$ cat src/rtl/lkv_pkg.sv
// shared types and constants for the lru key-value cache
`default_nettype none
package lkv_pkg;

  localparam int KEY_W       = 32;
  localparam int CAP_W       = 5;
  localparam int ENTRIES_DEF = 16;

  localparam logic [CAP_W-1:0] CAP_RESET = CAP_W'(16);

  localparam logic CMD_GET = 1'b0;
  localparam logic CMD_PUT = 1'b1;

  localparam logic signed [KEY_W-1:0] MISS_VALUE = -KEY_W'(1);

  typedef struct packed {
    logic signed [KEY_W-1:0] key;
    logic signed [KEY_W-1:0] value;
  } kv_t;

endpackage
`default_nettype wire

$ cat src/rtl/lkv_store.sv
// entry memory: key, value and recency rank per slot, one write and one registered read
`default_nettype none
module lkv_store #(
  parameter int ENTRIES = lkv_pkg::ENTRIES_DEF,
  localparam int IW = (ENTRIES > 1) ? $clog2(ENTRIES) : 1
) (
  input  wire logic          clk,
  input  wire logic [IW-1:0] rd_addr,
  output lkv_pkg::kv_t       rd_kv,
  output logic [IW-1:0]      rd_age,
  input  wire logic          wr_en,
  input  wire logic [IW-1:0] wr_addr,
  input  wire lkv_pkg::kv_t  wr_kv,
  input  wire logic [IW-1:0] wr_age
);
  import lkv_pkg::*;

  kv_t         kv_mem  [ENTRIES];
  logic [IW-1:0] age_mem [ENTRIES];

  always_ff @(posedge clk) begin
    if (wr_en) begin
      kv_mem[wr_addr]  <= wr_kv;
      age_mem[wr_addr] <= wr_age;
    end
  end

  always_ff @(posedge clk) begin
    rd_kv  <= kv_mem[rd_addr];
    rd_age <= age_mem[rd_addr];
  end

endmodule
`default_nettype wire

$ cat src/rtl/lkv_engine.sv
// lookup and recency sequencer: scan pass, decision, read-modify-write pass, result register
`default_nettype none
module lkv_engine #(
  parameter int ENTRIES = lkv_pkg::ENTRIES_DEF,
  localparam int IW = (ENTRIES > 1) ? $clog2(ENTRIES) : 1
) (
  input  wire logic                        clk,
  input  wire logic                        rst_n,
  input  wire logic                        cfg_wr_en,
  input  wire logic [lkv_pkg::CAP_W-1:0]   cfg_wr_data,
  input  wire logic                        in_valid,
  output logic                             in_stall,
  input  wire logic                        in_command,
  input  wire logic signed [lkv_pkg::KEY_W-1:0] in_lookup_key,
  input  wire logic signed [lkv_pkg::KEY_W-1:0] in_write_value,
  output logic                             out_valid,
  input  wire logic                        out_stall,
  output logic                             out_hit,
  output logic signed [lkv_pkg::KEY_W-1:0] out_read_value,
  output logic                             out_evicted,
  output logic signed [lkv_pkg::KEY_W-1:0] out_evicted_key,
  output logic [IW-1:0]                    mem_rd_addr,
  input  wire lkv_pkg::kv_t                mem_rd_kv,
  input  wire logic [IW-1:0]               mem_rd_age,
  output logic                             mem_wr_en,
  output logic [IW-1:0]                    mem_wr_addr,
  output lkv_pkg::kv_t                     mem_wr_kv,
  output logic [IW-1:0]                    mem_wr_age
);
  import lkv_pkg::*;

  localparam int CW = $clog2(ENTRIES + 1);
  localparam logic [IW-1:0] LAST_IDX = IW'(ENTRIES - 1);

  typedef enum logic [2:0] {
    ST_IDLE,
    ST_SCAN,
    ST_DECIDE,
    ST_UPDATE,
    ST_RESULT
  } state_t;

  state_t state_r, state_nxt;
  logic [CAP_W-1:0]   cap_r, cap_nxt;
  logic [CW-1:0]      cnt_r, cnt_nxt;
  logic [ENTRIES-1:0] valid_r, valid_nxt;

  logic                    cmd_r, cmd_nxt;
  logic signed [KEY_W-1:0] key_r, key_nxt;
  logic signed [KEY_W-1:0] wval_r, wval_nxt;

  logic [IW-1:0] idx_r, idx_nxt;
  logic          issue_done_r, issue_done_nxt;
  logic          chk_vld_r, chk_vld_nxt;
  logic [IW-1:0] chk_idx_r, chk_idx_nxt;

  logic                    hit_r, hit_nxt;
  logic [IW-1:0]           hit_idx_r, hit_idx_nxt;
  logic [IW-1:0]           hit_age_r, hit_age_nxt;
  logic signed [KEY_W-1:0] hit_val_r, hit_val_nxt;
  logic                    old_found_r, old_found_nxt;
  logic [IW-1:0]           old_idx_r, old_idx_nxt;
  logic [IW-1:0]           old_age_r, old_age_nxt;
  logic signed [KEY_W-1:0] old_key_r, old_key_nxt;
  logic                    free_found_r, free_found_nxt;
  logic [IW-1:0]           free_idx_r, free_idx_nxt;

  logic          ins_mode_r, ins_mode_nxt;
  logic          evict_r, evict_nxt;
  logic [IW-1:0] ins_idx_r, ins_idx_nxt;

  logic                    res_hit_r, res_hit_nxt;
  logic signed [KEY_W-1:0] res_rd_r, res_rd_nxt;
  logic                    res_ev_r, res_ev_nxt;
  logic signed [KEY_W-1:0] res_evk_r, res_evk_nxt;

  logic                    out_valid_r, out_valid_nxt;
  logic                    out_hit_r, out_hit_nxt;
  logic signed [KEY_W-1:0] out_rd_r, out_rd_nxt;
  logic                    out_ev_r, out_ev_nxt;
  logic signed [KEY_W-1:0] out_evk_r, out_evk_nxt;

  logic [CW-1:0] cap_eff;
  logic          cur_vld;

  assign in_stall        = (state_r != ST_IDLE);
  assign out_valid       = out_valid_r;
  assign out_hit         = out_hit_r;
  assign out_read_value  = out_rd_r;
  assign out_evicted     = out_ev_r;
  assign out_evicted_key = out_evk_r;

  assign mem_rd_addr = idx_r;
  assign mem_wr_addr = chk_idx_r;
  assign cur_vld     = valid_r[chk_idx_r];

  always_comb begin
    if (int'(cap_r) > ENTRIES) begin
      cap_eff = CW'(ENTRIES);
    end else begin
      cap_eff = CW'(cap_r);
    end
  end

  always_comb begin
    state_nxt      = state_r;
    cap_nxt        = cap_r;
    cnt_nxt        = cnt_r;
    valid_nxt      = valid_r;
    cmd_nxt        = cmd_r;
    key_nxt        = key_r;
    wval_nxt       = wval_r;
    idx_nxt        = idx_r;
    issue_done_nxt = issue_done_r;
    chk_vld_nxt    = 1'b0;
    chk_idx_nxt    = chk_idx_r;
    hit_nxt        = hit_r;
    hit_idx_nxt    = hit_idx_r;
    hit_age_nxt    = hit_age_r;
    hit_val_nxt    = hit_val_r;
    old_found_nxt  = old_found_r;
    old_idx_nxt    = old_idx_r;
    old_age_nxt    = old_age_r;
    old_key_nxt    = old_key_r;
    free_found_nxt = free_found_r;
    free_idx_nxt   = free_idx_r;
    ins_mode_nxt   = ins_mode_r;
    evict_nxt      = evict_r;
    ins_idx_nxt    = ins_idx_r;
    res_hit_nxt    = res_hit_r;
    res_rd_nxt     = res_rd_r;
    res_ev_nxt     = res_ev_r;
    res_evk_nxt    = res_evk_r;
    out_valid_nxt  = out_valid_r & out_stall;
    out_hit_nxt    = out_hit_r;
    out_rd_nxt     = out_rd_r;
    out_ev_nxt     = out_ev_r;
    out_evk_nxt    = out_evk_r;
    mem_wr_en      = 1'b0;
    mem_wr_kv      = mem_rd_kv;
    mem_wr_age     = mem_rd_age;

    // one read issued per cycle in both passes, its data checked in the next cycle
    if ((state_r == ST_SCAN || state_r == ST_UPDATE) && !issue_done_r) begin
      chk_vld_nxt = 1'b1;
      chk_idx_nxt = idx_r;
      if (idx_r == LAST_IDX) begin
        issue_done_nxt = 1'b1;
      end else begin
        idx_nxt = idx_r + IW'(1);
      end
    end

    case (state_r)
      ST_IDLE: begin
        if (in_valid) begin
          cmd_nxt        = in_command;
          key_nxt        = in_lookup_key;
          wval_nxt       = in_write_value;
          idx_nxt        = '0;
          issue_done_nxt = 1'b0;
          hit_nxt        = 1'b0;
          old_found_nxt  = 1'b0;
          free_found_nxt = 1'b0;
          state_nxt      = ST_SCAN;
        end
      end
      ST_SCAN: begin
        if (chk_vld_r) begin
          if (cur_vld && mem_rd_kv.key == key_r) begin
            hit_nxt     = 1'b1;
            hit_idx_nxt = chk_idx_r;
            hit_age_nxt = mem_rd_age;
            hit_val_nxt = mem_rd_kv.value;
          end
          if (cur_vld && (!old_found_r || mem_rd_age > old_age_r)) begin
            old_found_nxt = 1'b1;
            old_idx_nxt   = chk_idx_r;
            old_age_nxt   = mem_rd_age;
            old_key_nxt   = mem_rd_kv.key;
          end
          if (!cur_vld && !free_found_r) begin
            free_found_nxt = 1'b1;
            free_idx_nxt   = chk_idx_r;
          end
          if (chk_idx_r == LAST_IDX) begin
            state_nxt = ST_DECIDE;
          end
        end
      end
      ST_DECIDE: begin
        idx_nxt        = '0;
        issue_done_nxt = 1'b0;
        res_hit_nxt    = hit_r;
        res_rd_nxt     = '0;
        res_ev_nxt     = 1'b0;
        res_evk_nxt    = '0;
        ins_mode_nxt   = 1'b0;
        evict_nxt      = 1'b0;
        state_nxt      = ST_RESULT;
        if (hit_r) begin
          if (cmd_r == CMD_GET) begin
            res_rd_nxt = hit_val_r;
          end
          state_nxt = ST_UPDATE;
        end else if (cmd_r == CMD_GET) begin
          res_rd_nxt = MISS_VALUE;
        end else if (cap_eff == '0) begin
          // nothing kept: the new item is dropped at once
          res_ev_nxt  = 1'b1;
          res_evk_nxt = key_r;
        end else begin
          ins_mode_nxt = 1'b1;
          state_nxt    = ST_UPDATE;
          if (cnt_r >= cap_eff) begin
            evict_nxt   = 1'b1;
            res_ev_nxt  = 1'b1;
            res_evk_nxt = old_key_r;
            if (!free_found_r || old_idx_r < free_idx_r) begin
              ins_idx_nxt = old_idx_r;
            end else begin
              ins_idx_nxt = free_idx_r;
            end
          end else begin
            ins_idx_nxt = free_idx_r;
            cnt_nxt     = cnt_r + CW'(1);
          end
        end
      end
      ST_UPDATE: begin
        if (chk_vld_r) begin
          if (!ins_mode_r) begin
            if (chk_idx_r == hit_idx_r) begin
              mem_wr_en  = 1'b1;
              mem_wr_age = '0;
              if (cmd_r == CMD_PUT) begin
                mem_wr_kv.value = wval_r;
              end
            end else if (cur_vld && mem_rd_age < hit_age_r) begin
              mem_wr_en  = 1'b1;
              mem_wr_age = mem_rd_age + IW'(1);
            end
          end else begin
            if (chk_idx_r == ins_idx_r) begin
              mem_wr_en       = 1'b1;
              mem_wr_kv.key   = key_r;
              mem_wr_kv.value = wval_r;
              mem_wr_age      = '0;
              valid_nxt[chk_idx_r] = 1'b1;
            end else if (evict_r && chk_idx_r == old_idx_r) begin
              valid_nxt[chk_idx_r] = 1'b0;
            end else if (cur_vld) begin
              mem_wr_en  = 1'b1;
              mem_wr_age = mem_rd_age + IW'(1);
            end
          end
          if (chk_idx_r == LAST_IDX) begin
            state_nxt = ST_RESULT;
          end
        end
      end
      ST_RESULT: begin
        if (!out_valid_r || !out_stall) begin
          out_valid_nxt = 1'b1;
          out_hit_nxt   = res_hit_r;
          out_rd_nxt    = res_rd_r;
          out_ev_nxt    = res_ev_r;
          out_evk_nxt   = res_evk_r;
          state_nxt     = ST_IDLE;
        end
      end
      default: begin
        state_nxt = ST_IDLE;
      end
    endcase

    // capacity write empties the store
    if (cfg_wr_en) begin
      cap_nxt   = cfg_wr_data;
      valid_nxt = '0;
      cnt_nxt   = '0;
    end
  end

  always_ff @(posedge clk) begin
    if (!rst_n) begin
      state_r      <= ST_IDLE;
      cap_r        <= CAP_RESET;
      cnt_r        <= '0;
      valid_r      <= '0;
      issue_done_r <= 1'b0;
      chk_vld_r    <= 1'b0;
      out_valid_r  <= 1'b0;
    end else begin
      state_r      <= state_nxt;
      cap_r        <= cap_nxt;
      cnt_r        <= cnt_nxt;
      valid_r      <= valid_nxt;
      issue_done_r <= issue_done_nxt;
      chk_vld_r    <= chk_vld_nxt;
      out_valid_r  <= out_valid_nxt;
    end
    cmd_r        <= cmd_nxt;
    key_r        <= key_nxt;
    wval_r       <= wval_nxt;
    idx_r        <= idx_nxt;
    chk_idx_r    <= chk_idx_nxt;
    hit_r        <= hit_nxt;
    hit_idx_r    <= hit_idx_nxt;
    hit_age_r    <= hit_age_nxt;
    hit_val_r    <= hit_val_nxt;
    old_found_r  <= old_found_nxt;
    old_idx_r    <= old_idx_nxt;
    old_age_r    <= old_age_nxt;
    old_key_r    <= old_key_nxt;
    free_found_r <= free_found_nxt;
    free_idx_r   <= free_idx_nxt;
    ins_mode_r   <= ins_mode_nxt;
    evict_r      <= evict_nxt;
    ins_idx_r    <= ins_idx_nxt;
    res_hit_r    <= res_hit_nxt;
    res_rd_r     <= res_rd_nxt;
    res_ev_r     <= res_ev_nxt;
    res_evk_r    <= res_evk_nxt;
    out_hit_r    <= out_hit_nxt;
    out_rd_r     <= out_rd_nxt;
    out_ev_r     <= out_ev_nxt;
    out_evk_r    <= out_evk_nxt;
  end

endmodule
`default_nettype wire

$ cat src/rtl/lru_key_value_cache.sv
// top level of the lru key-value cache: sequencer plus entry memory
//
//   channel  direction  handshake              payload
//   in       input      in_valid / in_stall    in_command, in_lookup_key, in_write_value
//   out      output     out_valid / out_stall  out_hit, out_read_value, out_evicted,
//                                              out_evicted_key
//   cfg      input      cfg_wr_en              cfg_wr_data (capacity)
//
// an item makes a read-modify-write pass after its scan pass when entries change (hits
// and inserting puts) and goes from the decision straight to the result otherwise
// one memory read port serves both passes: one scan pass and one read-modify-write pass,
// one slot per cycle each
// synchronous reset empties the store and sets capacity to 16; a capacity write also
// empties it
// a finished result waits in the output register while the next item is worked on
`default_nettype none
module lru_key_value_cache #(
  parameter int ENTRIES = lkv_pkg::ENTRIES_DEF
) (
  input  wire logic                             clk,
  input  wire logic                             rst_n,
  input  wire logic                             cfg_wr_en,
  input  wire logic [lkv_pkg::CAP_W-1:0]        cfg_wr_data,
  input  wire logic                             in_valid,
  output logic                                  in_stall,
  input  wire logic                             in_command,
  input  wire logic signed [lkv_pkg::KEY_W-1:0] in_lookup_key,
  input  wire logic signed [lkv_pkg::KEY_W-1:0] in_write_value,
  output logic                                  out_valid,
  input  wire logic                             out_stall,
  output logic                                  out_hit,
  output logic signed [lkv_pkg::KEY_W-1:0]      out_read_value,
  output logic                                  out_evicted,
  output logic signed [lkv_pkg::KEY_W-1:0]      out_evicted_key
);
  import lkv_pkg::*;

  localparam int IW = (ENTRIES > 1) ? $clog2(ENTRIES) : 1;

  logic [IW-1:0] mem_rd_addr;
  kv_t           mem_rd_kv;
  logic [IW-1:0] mem_rd_age;
  logic          mem_wr_en;
  logic [IW-1:0] mem_wr_addr;
  kv_t           mem_wr_kv;
  logic [IW-1:0] mem_wr_age;

  lkv_engine #(
    .ENTRIES(ENTRIES)
  ) u_engine (
    .clk             (clk),
    .rst_n           (rst_n),
    .cfg_wr_en       (cfg_wr_en),
    .cfg_wr_data     (cfg_wr_data),
    .in_valid        (in_valid),
    .in_stall        (in_stall),
    .in_command      (in_command),
    .in_lookup_key   (in_lookup_key),
    .in_write_value  (in_write_value),
    .out_valid       (out_valid),
    .out_stall       (out_stall),
    .out_hit         (out_hit),
    .out_read_value  (out_read_value),
    .out_evicted     (out_evicted),
    .out_evicted_key (out_evicted_key),
    .mem_rd_addr     (mem_rd_addr),
    .mem_rd_kv       (mem_rd_kv),
    .mem_rd_age      (mem_rd_age),
    .mem_wr_en       (mem_wr_en),
    .mem_wr_addr     (mem_wr_addr),
    .mem_wr_kv       (mem_wr_kv),
    .mem_wr_age      (mem_wr_age)
  );

  lkv_store #(
    .ENTRIES(ENTRIES)
  ) u_store (
    .clk     (clk),
    .rd_addr (mem_rd_addr),
    .rd_kv   (mem_rd_kv),
    .rd_age  (mem_rd_age),
    .wr_en   (mem_wr_en),
    .wr_addr (mem_wr_addr),
    .wr_kv   (mem_wr_kv),
    .wr_age  (mem_wr_age)
  );

endmodule
`default_nettype wire

$ cat config.mk
export PLATFORM = sky130hd
export DESIGN_NAME = lru_key_value_cache
export DESIGN_NICKNAME = d
export VERILOG_FILES = /design/src/rtl/lkv_pkg.sv /design/src/rtl/lkv_store.sv /design/src/rtl/lkv_engine.sv /design/src/rtl/lru_key_value_cache.sv
export SDC_FILE = /design/constraint.sdc
export NUM_CORES = 1
export LEC_CHECK = 0
export BUFFER_PORTS_ARGS = -buffer_cell sky130_fd_sc_hd__buf_2
export CAP_MARGIN = 30
export CELL_PAD_IN_SITES_DETAIL_PLACEMENT = 1
export CELL_PAD_IN_SITES_GLOBAL_PLACEMENT = 1
export CORE_MARGIN = 2
export CORE_UTILIZATION = 54
export CTS_CLUSTER_DIAMETER = 60
export DETAILED_ROUTE_END_ITERATION = 7
export HOLD_SLACK_MARGIN = 0.12
export PLACE_DENSITY = 0.88
export SETUP_SLACK_MARGIN = 0.05
export SLEW_MARGIN = 20
export SYNTH_ARGS = -nofsm -noshare
export SYNTH_HDL_FRONTEND = slang
export SYNTH_HIERARCHICAL = 1
export SYNTH_SLANG_ARGS = --single-unit
$ cat constraint.sdc
create_clock -name clk -period 8.6 [get_ports clk]
set_input_delay 1.72 -clock clk [delete_from_list [all_inputs] [get_ports clk]]
set_output_delay 1.72 -clock clk [all_outputs]
set_load 0.1 [all_outputs]
* After elaboration in Yosys (flattened, before gate mapping)
Memories as Yosys holds them, arrays and structs flattened. A register that Yosys moved wholly into a read port is not among the register bits.
Index checks and enable logic that the tools add are counted.
** Word-level totals
- Register bits :: 330
- Memory bits (writable) :: 1088
- Bits of input ports :: 75
- Memories kept :: 2
** Memories
- u_store.kv_mem :: depth 16, width 64, rd ports 1, clocked after Yosys merged registers in 1, write ports 1, line lkv_store.sv:18 : kv_t kv_mem [ENTRIES];
- u_store.age_mem :: depth 16, width 4, rd ports 1, clocked after Yosys merged registers in 1, write ports 1, line lkv_store.sv:19 : logic [IW-1:0] age_mem [ENTRIES];
** Operators by class
- $add $sub $neg :: 3
- Order comparisons :: 7
- Eq/ne operators :: 19
- Muxes and demuxes :: 73
- Bitwise gates (word level) :: 9
- Reduce and logical (&&, ||, !) cells :: 37
** Operator list (number)
- $mux W32 :: 9
- $mux W64 :: 3
- $mux W4 :: 13
- $eq A32 B32 Y1 :: 1
- $mux W16 :: 2
- $mux W1 :: 28
- $mux W3 :: 9
- $reduce_and A4 Y1 :: 5
- $and A16 B16 Y16 :: 1
- $not A16 Y16 :: 1
- $or A16 B16 Y16 :: 1
- $pmux W3 S5 :: 1
- $eq A4 B4 Y1 :: 3
- $ne A2 B2 Y1 const B :: 6
- $reduce_and A3 Y1 :: 3
- $add A4 B1 Y4 const B :: 2
- $eq A4 B4 Y1 const B :: 2
- $lt A4 B4 Y1 :: 2
- $pmux W1 S2 :: 4
- $pmux W4 S2 :: 1
- $logic_and A1 B1 Y1 :: 7
- $eq A3 B2 Y1 const B :: 2
- $logic_not A1 Y1 :: 6
- $ne A2 B1 Y1 const B :: 3
- 23 further kinds :: 33

* Logic depth before layout (Yosys ltp)
- Word-level depth :: 10
- Gate-level depth with buffers :: 10

* Modules after synthesis
The synthesis kept the hierarchy.
** Modules (own cells, without submodules)
- lkv_store :: times used 1, cells each 1750, area each 41982.8 µm², sequential area each 34032.6 µm²
- lkv_engine :: times used 1, cells each 917, area each 13381.6 µm², sequential area each 9549.2 µm²

* Least setup slack after synthesis
No wires, ideal clock.
- Path kind :: reg2reg
- From :: register u_engine.chk_idx_r[1], in the netlist u_engine/mem_wr_addr[1]
- To :: memory u_store/age_mem[0][0] (netlist bit), enable pin
- Library setup time :: 578 ps
- Arrival time :: 6885 ps
- Required time :: 8022 ps
- Slack :: 1137 ps
- Stages on the path, launching flop included :: 11
- Path buffers :: 2
- Path through :: edfxtp_1 -> buf_4 -> nor2b_1 -> clkbuf_1 -> a22oi_1 -> a21oi_1 -> nor3_1 -> o221ai_1 -> inv_1 -> or3b_2 -> nor3_1
** On the way
- Longest elaborated chain between the ends :: 10
- Elaborated cells on any way between the ends :: 17
- Those cells by class :: eq/ne: 3; mux: 12; reduce/logical: 2
** RTL lines
- from (decl) :: line lkv_engine.sv:55 : logic [IW-1:0] chk_idx_r, chk_idx_nxt;
- from (signal assigned) :: line lkv_engine.sv:307 : chk_idx_r <= chk_idx_nxt;
- $bmux W1 S4 :: line lkv_engine.sv:95 : assign cur_vld = valid_r[chk_idx_r];
- $mux W1 (implied by the code) :: line lkv_engine.sv:95
- $mux W1 / $logic_and A1 B1 Y1 (equally long branches) :: line lkv_engine.sv:252, lkv_engine.sv:239
- $mux W1, on equally long branches :: line lkv_engine.sv:250, lkv_engine.sv:239
- $mux W1, on equally long branches :: line lkv_engine.sv:244, lkv_engine.sv:233
- $mux W1 (*) :: line lkv_engine.sv:232 : if (!ins_mode_r) begin
- $mux W1 (*) :: line lkv_engine.sv:231 : if (chk_vld_r) begin
- $mux W1 (*) :: line lkv_engine.sv:154 : case (state_r)
- named net mem_wr_en :: line lru_key_value_cache.sv:43 : logic mem_wr_en;
- $mux W1 (*) :: line lkv_store.sv:22 : if (wr_en) begin
- $mux W1 (implied by the code) (*) :: line lkv_store.sv:24 : age_mem[wr_addr] <= wr_age;
- to (decl) :: line lkv_store.sv:19
Mark *: on every way through the listed nets, which the timed path passes. The rest lies on a longest branch. The select of a mux whose other input is x is not followed.

* Final worst setup path
- From :: register u_engine.chk_idx_r[1], in the netlist u_engine/mem_wr_addr[1]
- To :: memory u_store/kv_mem[2][37] (netlist bit), enable pin
** On the way
- Longest elaborated chain between the ends :: 10
- Elaborated cells on any way between the ends :: 17
- Those cells by class :: eq/ne: 3; mux: 12; reduce/logical: 2
** RTL lines
- $bmux W1 S4 :: line lkv_engine.sv:95
- $mux W1 (implied by the code) :: line lkv_engine.sv:95
- $mux W1 / $logic_and A1 B1 Y1 (equally long branches) :: line lkv_engine.sv:252, lkv_engine.sv:239
- $mux W1, on equally long branches :: line lkv_engine.sv:250, lkv_engine.sv:239
- $mux W1, on equally long branches :: line lkv_engine.sv:244, lkv_engine.sv:233
- $mux W1 (*) :: line lkv_engine.sv:232
- $mux W1 (*) :: line lkv_engine.sv:231
- $mux W1 (*) :: line lkv_engine.sv:154
- named net mem_wr_en :: line lru_key_value_cache.sv:43
- $mux W1 (*) :: line lkv_store.sv:22
- $mux W1 (implied by the code) (*) :: line lkv_store.sv:23 : kv_mem[wr_addr] <= wr_kv;
- to (decl) :: line lkv_store.sv:18
Marked as above.

==> summary by stage <==
Run status
The flow ran to the end, and the final reports show no timing, DRC or antenna violations.

Clock tree
The total clock buffers created by CTS is 149. The clock passes through at most 3 buffers. The post-CTS setup-driven buffer insertion count is 0. The number of H-tree branching levels is 4. The count of hold-fix buffers inserted at cts is 0. The root cell of the clock tree is sky130_fd_sc_hd__clkbuf_16. The clock transition at the register clock pins on the worst setup and hold paths after CTS is 0.06 ns. At the later pin of the worst-skew pair, clock insertion delay measures 0.78 ns. The count of instances resized after the clock tree is built is 0.

The CTS tree is yes. CTS saw 1486 sinks.

Critical path
Counting both buffers and inverters, the worst setup path holds a total of 2. At the worst endpoint, the required time is 8.96 ns. The worst setup path is launched from a flip-flop. Traced cell by cell, the critical path runs through nor2_1, a22oi_1, a21oi_1, nor3_1, o221ai_1, inv_1, or3b_2, nor2_4, buf_4.

The slowest stage of the critical path is the sky130_fd_sc_hd__edfxtp_1 cell. The critical path capture point type is a flip-flop. The type of the setup path with the least slack is flip-flop to flip-flop. Data on the critical path arrives at its endpoint at 5.92 ns. On the critical path the largest part of the delay comes from simple AND/OR/NAND/NOR gates. The peak fanout along the critical path is 48. For this run, the slowest stage of the critical path takes 0.96 ns.

Pwr
The peak supply drop is 0.000145 V. In this run the power density over the cells is 265 mW/mm2. The analysis attributes to cell leakage a power of 20.2 nW.

Synthesis
After synthesis, the netlist uses 58 different library cells. During synthesis, Yosys emitted a total of 6 warnings. The post-synthesis average cell area is 20.8 um2.

The net count of the mapped netlist is 2760. The share of synthesized area occupied by flip-flops and latches is 0.787. The share of flip-flops with an asynchronous set or reset is 0. Synthesis inferred 1486 register bits. The fraction of the mapped netlist area in compound gates came to 0.0346. The flip-flop cell with the highest count after synthesis is sky130_fd_sc_hd__edfxtp_1. Measured against the total synthesized area, the mux share comes to 0.127.

The combinational family with the most area after synthesis is multiplexers. The adder and majority gate portion of the synthesized area is 0.00407. The synthesized-area fraction occupied by and/or/nand/nor cells is 0.0251.

The post-synth design cell area is 0.0554 mm2. Counting every instance in the synthesized netlist gives 2667. The number of enable-type register cells in the synthesized netlist is 1382. The share of the synthesized netlist area taken by xor and xnor gates is 0.00759.

Layout
The sequential standard cell area is 0.0436 mm2. The filler cells instantiated in the layout total 8364. The final design area excluding fillers is 0.0630 mm2. The multi-input combinational cells in the finished layout cover a total of 0.0112 mm2.

The net count of the finished layout is 2984. Relative to the synthesized area, the layout overhead comes to 13.9%. The non-filler instance count after layout is 4382. The post-layout utilization of the core is 0.620. 0 antenna diodes ended up in the layout. Of the cells placed in the final design, the portion with a size suffix greater than 1 is 0.246.

STA
The maximum clock skew at final layout is 0.0467 ns. Timing would allow up to 180 MHz. In the finished design, the share of the clock period the worst path needs comes to 0.646. The final number of hold-violating endpoints is 0. Setup repair after global routing left no endpoint under its margin. Summed over all failing endpoints, the final setup total negative slack is 0 ns. At the pin with the least slew margin, the transition time is 1.12 ns. The post-layout minimum cycle time is 5.56 ns.

The final number of max-transition violations came to 0. Measured against its own limit, the worst slew margin works out to 0.252. Setup violations remaining at the end of the flow were counted as 0.

GRT
Entering global routing, the biggest net connects 153 pins. The overall routing resource usage is 0.306. The number of global-route vias before repair is 31300. The remaining global-route overflow is 0. The initial antenna violation count is 1. The global-route wire length before repair is 226000 um.

Floorplanning
The initial cell density of the core is 0.544. The die boundary width is 324 um. The area enclosed by the die boundary is 0.105 mm2. The floorplan step set the die height to 324 um. 143 I/O pins were placed. In this run the standard cell core region covers 0.102 mm2. The floorplan has 117 rows.

Detailed routing
The antenna violation net count after detailed routing is 0. In the final routed layout, each cell accounts on average for 36.5 um. For this run, design rule violations remaining after detail routing come to 0. For this block, the via count after detailed routing is 29400. Before antenna repair, the detailed router went through 6 iterations. In the routed layout, each cell is associated on average with a via count of 6.72. The total routed wirelength is 160000 um. The number of design-rule violations left by the first detailed-router iteration is 3900.

Worst hold path
In this run the worst hold path is classified as flip-flop to flip-flop.

Placement
The congestion estimate from routability-driven global placement came to 0.774. Buffers placed on the I/O ports in this run total 142. The number of placed instances with taps included is 4101.

The total cell area at the placement stage is 0.0580 mm2. Summed over all nets, the half-perimeter wirelength after detailed placement is 76600 um.

Run
Max-cap violations in this run came to 0.
[state kept, by name, indices dropped and copies added (netlist names), 3 cells and up, named ones only]
signal / count
u_engine/res_evk_r: 32
u_engine/out_read_value: 32
u_engine/mem_rd_addr: 4
u_engine/key_r: 32
u_engine/hit_age_r: 4
u_engine/ins_idx_r: 4
u_engine/old_key_r: 32
u_engine/old_age_r: 4
u_store/rd_kv: 64
u_engine/free_idx_r: 4
u_engine/cap_r: 5
u_engine/old_idx_r: 4
u_store/age_mem: 64
u_engine/wval_r: 32
u_engine/mem_wr_addr: 4
u_store/kv_mem: 1024
u_engine/hit_val_r: 32
u_engine/cnt_r: 5
u_engine/res_rd_r: 32
u_engine/out_evicted_key: 32
u_store/rd_age: 4
u_engine/hit_idx_r: 4
u_engine/state_r: 3
[final cells by class]
cell class | instances | area share
sequential | 1486 | 0.691
inverter | 51 | 0.00304
timing repair buffer | 205 | 0.0241
tap | 1368 | 0.0271
clock buffer | 217 | 0.0678
multi-input combinational | 998 | 0.177
clock inverter | 57 | 0.00915
[cell usage after synthesis (6+ instances only)]
cell type	instances	area share
sky130_fd_sc_hd__mux2_1	60	0.012
sky130_fd_sc_hd__inv_1	51	0.0035
sky130_fd_sc_hd__dfxtp_1	104	0.038
sky130_fd_sc_hd__buf_2	36	0.0033
sky130_fd_sc_hd__nor2_1	36	0.0024
sky130_fd_sc_hd__mux4_2	272	0.11
sky130_fd_sc_hd__nand2b_1	14	0.0016
sky130_fd_sc_hd__nand2_1	154	0.010
sky130_fd_sc_hd__buf_4	16	0.0022
sky130_fd_sc_hd__nand4_1	19	0.0021
sky130_fd_sc_hd__nor2b_1	16	0.0018
sky130_fd_sc_hd__nand3_1	12	0.0011
sky130_fd_sc_hd__o21ai_0	11	0.00099
sky130_fd_sc_hd__buf_1	6	0.00041
sky130_fd_sc_hd__ha_1	18	0.0041
sky130_fd_sc_hd__nor3_1	13	0.0012
sky130_fd_sc_hd__a22oi_1	140	0.019
sky130_fd_sc_hd__and2_1	7	0.00079
sky130_fd_sc_hd__a21oi_1	89	0.0080
sky130_fd_sc_hd__mux2i_1	14	0.0025
sky130_fd_sc_hd__mux2_2	8	0.0016
sky130_fd_sc_hd__xor2_1	10	0.0016
sky130_fd_sc_hd__edfxtp_1	1382	0.75
sky130_fd_sc_hd__clkbuf_1	73	0.0049
sky130_fd_sc_hd__xnor2_1	38	0.0060
[worst register-to-register path, delay by kind of cell, from the launching register on]
kind,cells,cell delay (ns)
AOI/OAI and AO/OA,3,0.95
buffers and inverters,2,1.15
DFF,1,0.96
and+or+nand+nor,4,2.03
[cells in the final DEF (no fill, tap or decap), types with 16 or more instances in the layout]
cell                        Yosys  layout
sky130_fd_sc_hd__edfxtp_1    1382    1382
sky130_fd_sc_hd__dfxtp_1      104     102
sky130_fd_sc_hd__ha_1          18      18
sky130_fd_sc_hd__a22oi_1      140     140
sky130_fd_sc_hd__nand2_1      154     154
sky130_fd_sc_hd__xnor2_1       38      38
sky130_fd_sc_hd__buf_4         16      42
sky130_fd_sc_hd__a21oi_1       89      88
sky130_fd_sc_hd__mux4_2       272     272
sky130_fd_sc_hd__nor2_4         0      17
sky130_fd_sc_hd__nand4_1       19      19
sky130_fd_sc_hd__inv_1         51      51
sky130_fd_sc_hd__mux2_1        60      60
sky130_fd_sc_hd__clkbuf_8       0      16
sky130_fd_sc_hd__clkbuf_1      73      46
sky130_fd_sc_hd__nor2_1        36      19
sky130_fd_sc_hd__clkinv_2       0      20
sky130_fd_sc_hd__buf_2         36     142
sky130_fd_sc_hd__clkbuf_16      0     155
[metrics by stage]
| step | total power, mW | hold slack (ns) | setup slack (ns) |
|---|---|---|---|
| floorplan | 9.65 | 0.400 | 1.14 |
| global placement | 9.98 | 0.402 | 3.83 |
| detailed placement | 10.1 | 0.405 | 3.54 |
| CTS | 16.7 | 0.418 | 3.36 |
| global route | 17.1 | 0.425 | 2.97 |
| finish | 16.7 | 0.412 | 3.04 |
[path summary, 6_finish.rpt]
path	startpoint	to	slack (ns)	cells past startpoint
max	u_engine/mem_wr_addr[1]$_DFFE_PP_	u_store/kv_mem[2][37]$_DFFE_PP_	3.04	9
min	u_store/rd_kv[17]$_DFF_P_	u_engine/hit_val_r[17]$_DFFE_PP_	0.41	0
max reg2reg	u_engine/mem_wr_addr[1]$_DFFE_PP_	u_store/kv_mem[2][37]$_DFFE_PP_	3.04	9
min reg2reg	u_store/rd_kv[17]$_DFF_P_	u_engine/hit_val_r[17]$_DFFE_PP_	0.41	0
[power breakdown]
| part | switching [mW] | internal [mW] |
|---|---|---|
| registers | 0.145 | 8.32 |
| clock network | 2.90 | 3.71 |
| logic | 1.01 | 0.647 |
[cell families after synthesis]
kind of cell    Yosys count
flops                  1486
mux                     354
simple gates            294
compound gates          284
buf+inv                 183
xor+xnor                 48
fa+ha+maj                18
[per-layer routing]
metal | part of all wire | routed length [um] | GRT usage
met3 | 0.10 | 16700 | 0.0763
met4 | 0.043 | 6910 | 0.158
met1 | 0.35 | 56400 | 0.392
met2 | 0.50 | 79700 | 0.490
met5 | 0 | 0 | 0
No activity file was read; power rests on OpenSTA's default activity.
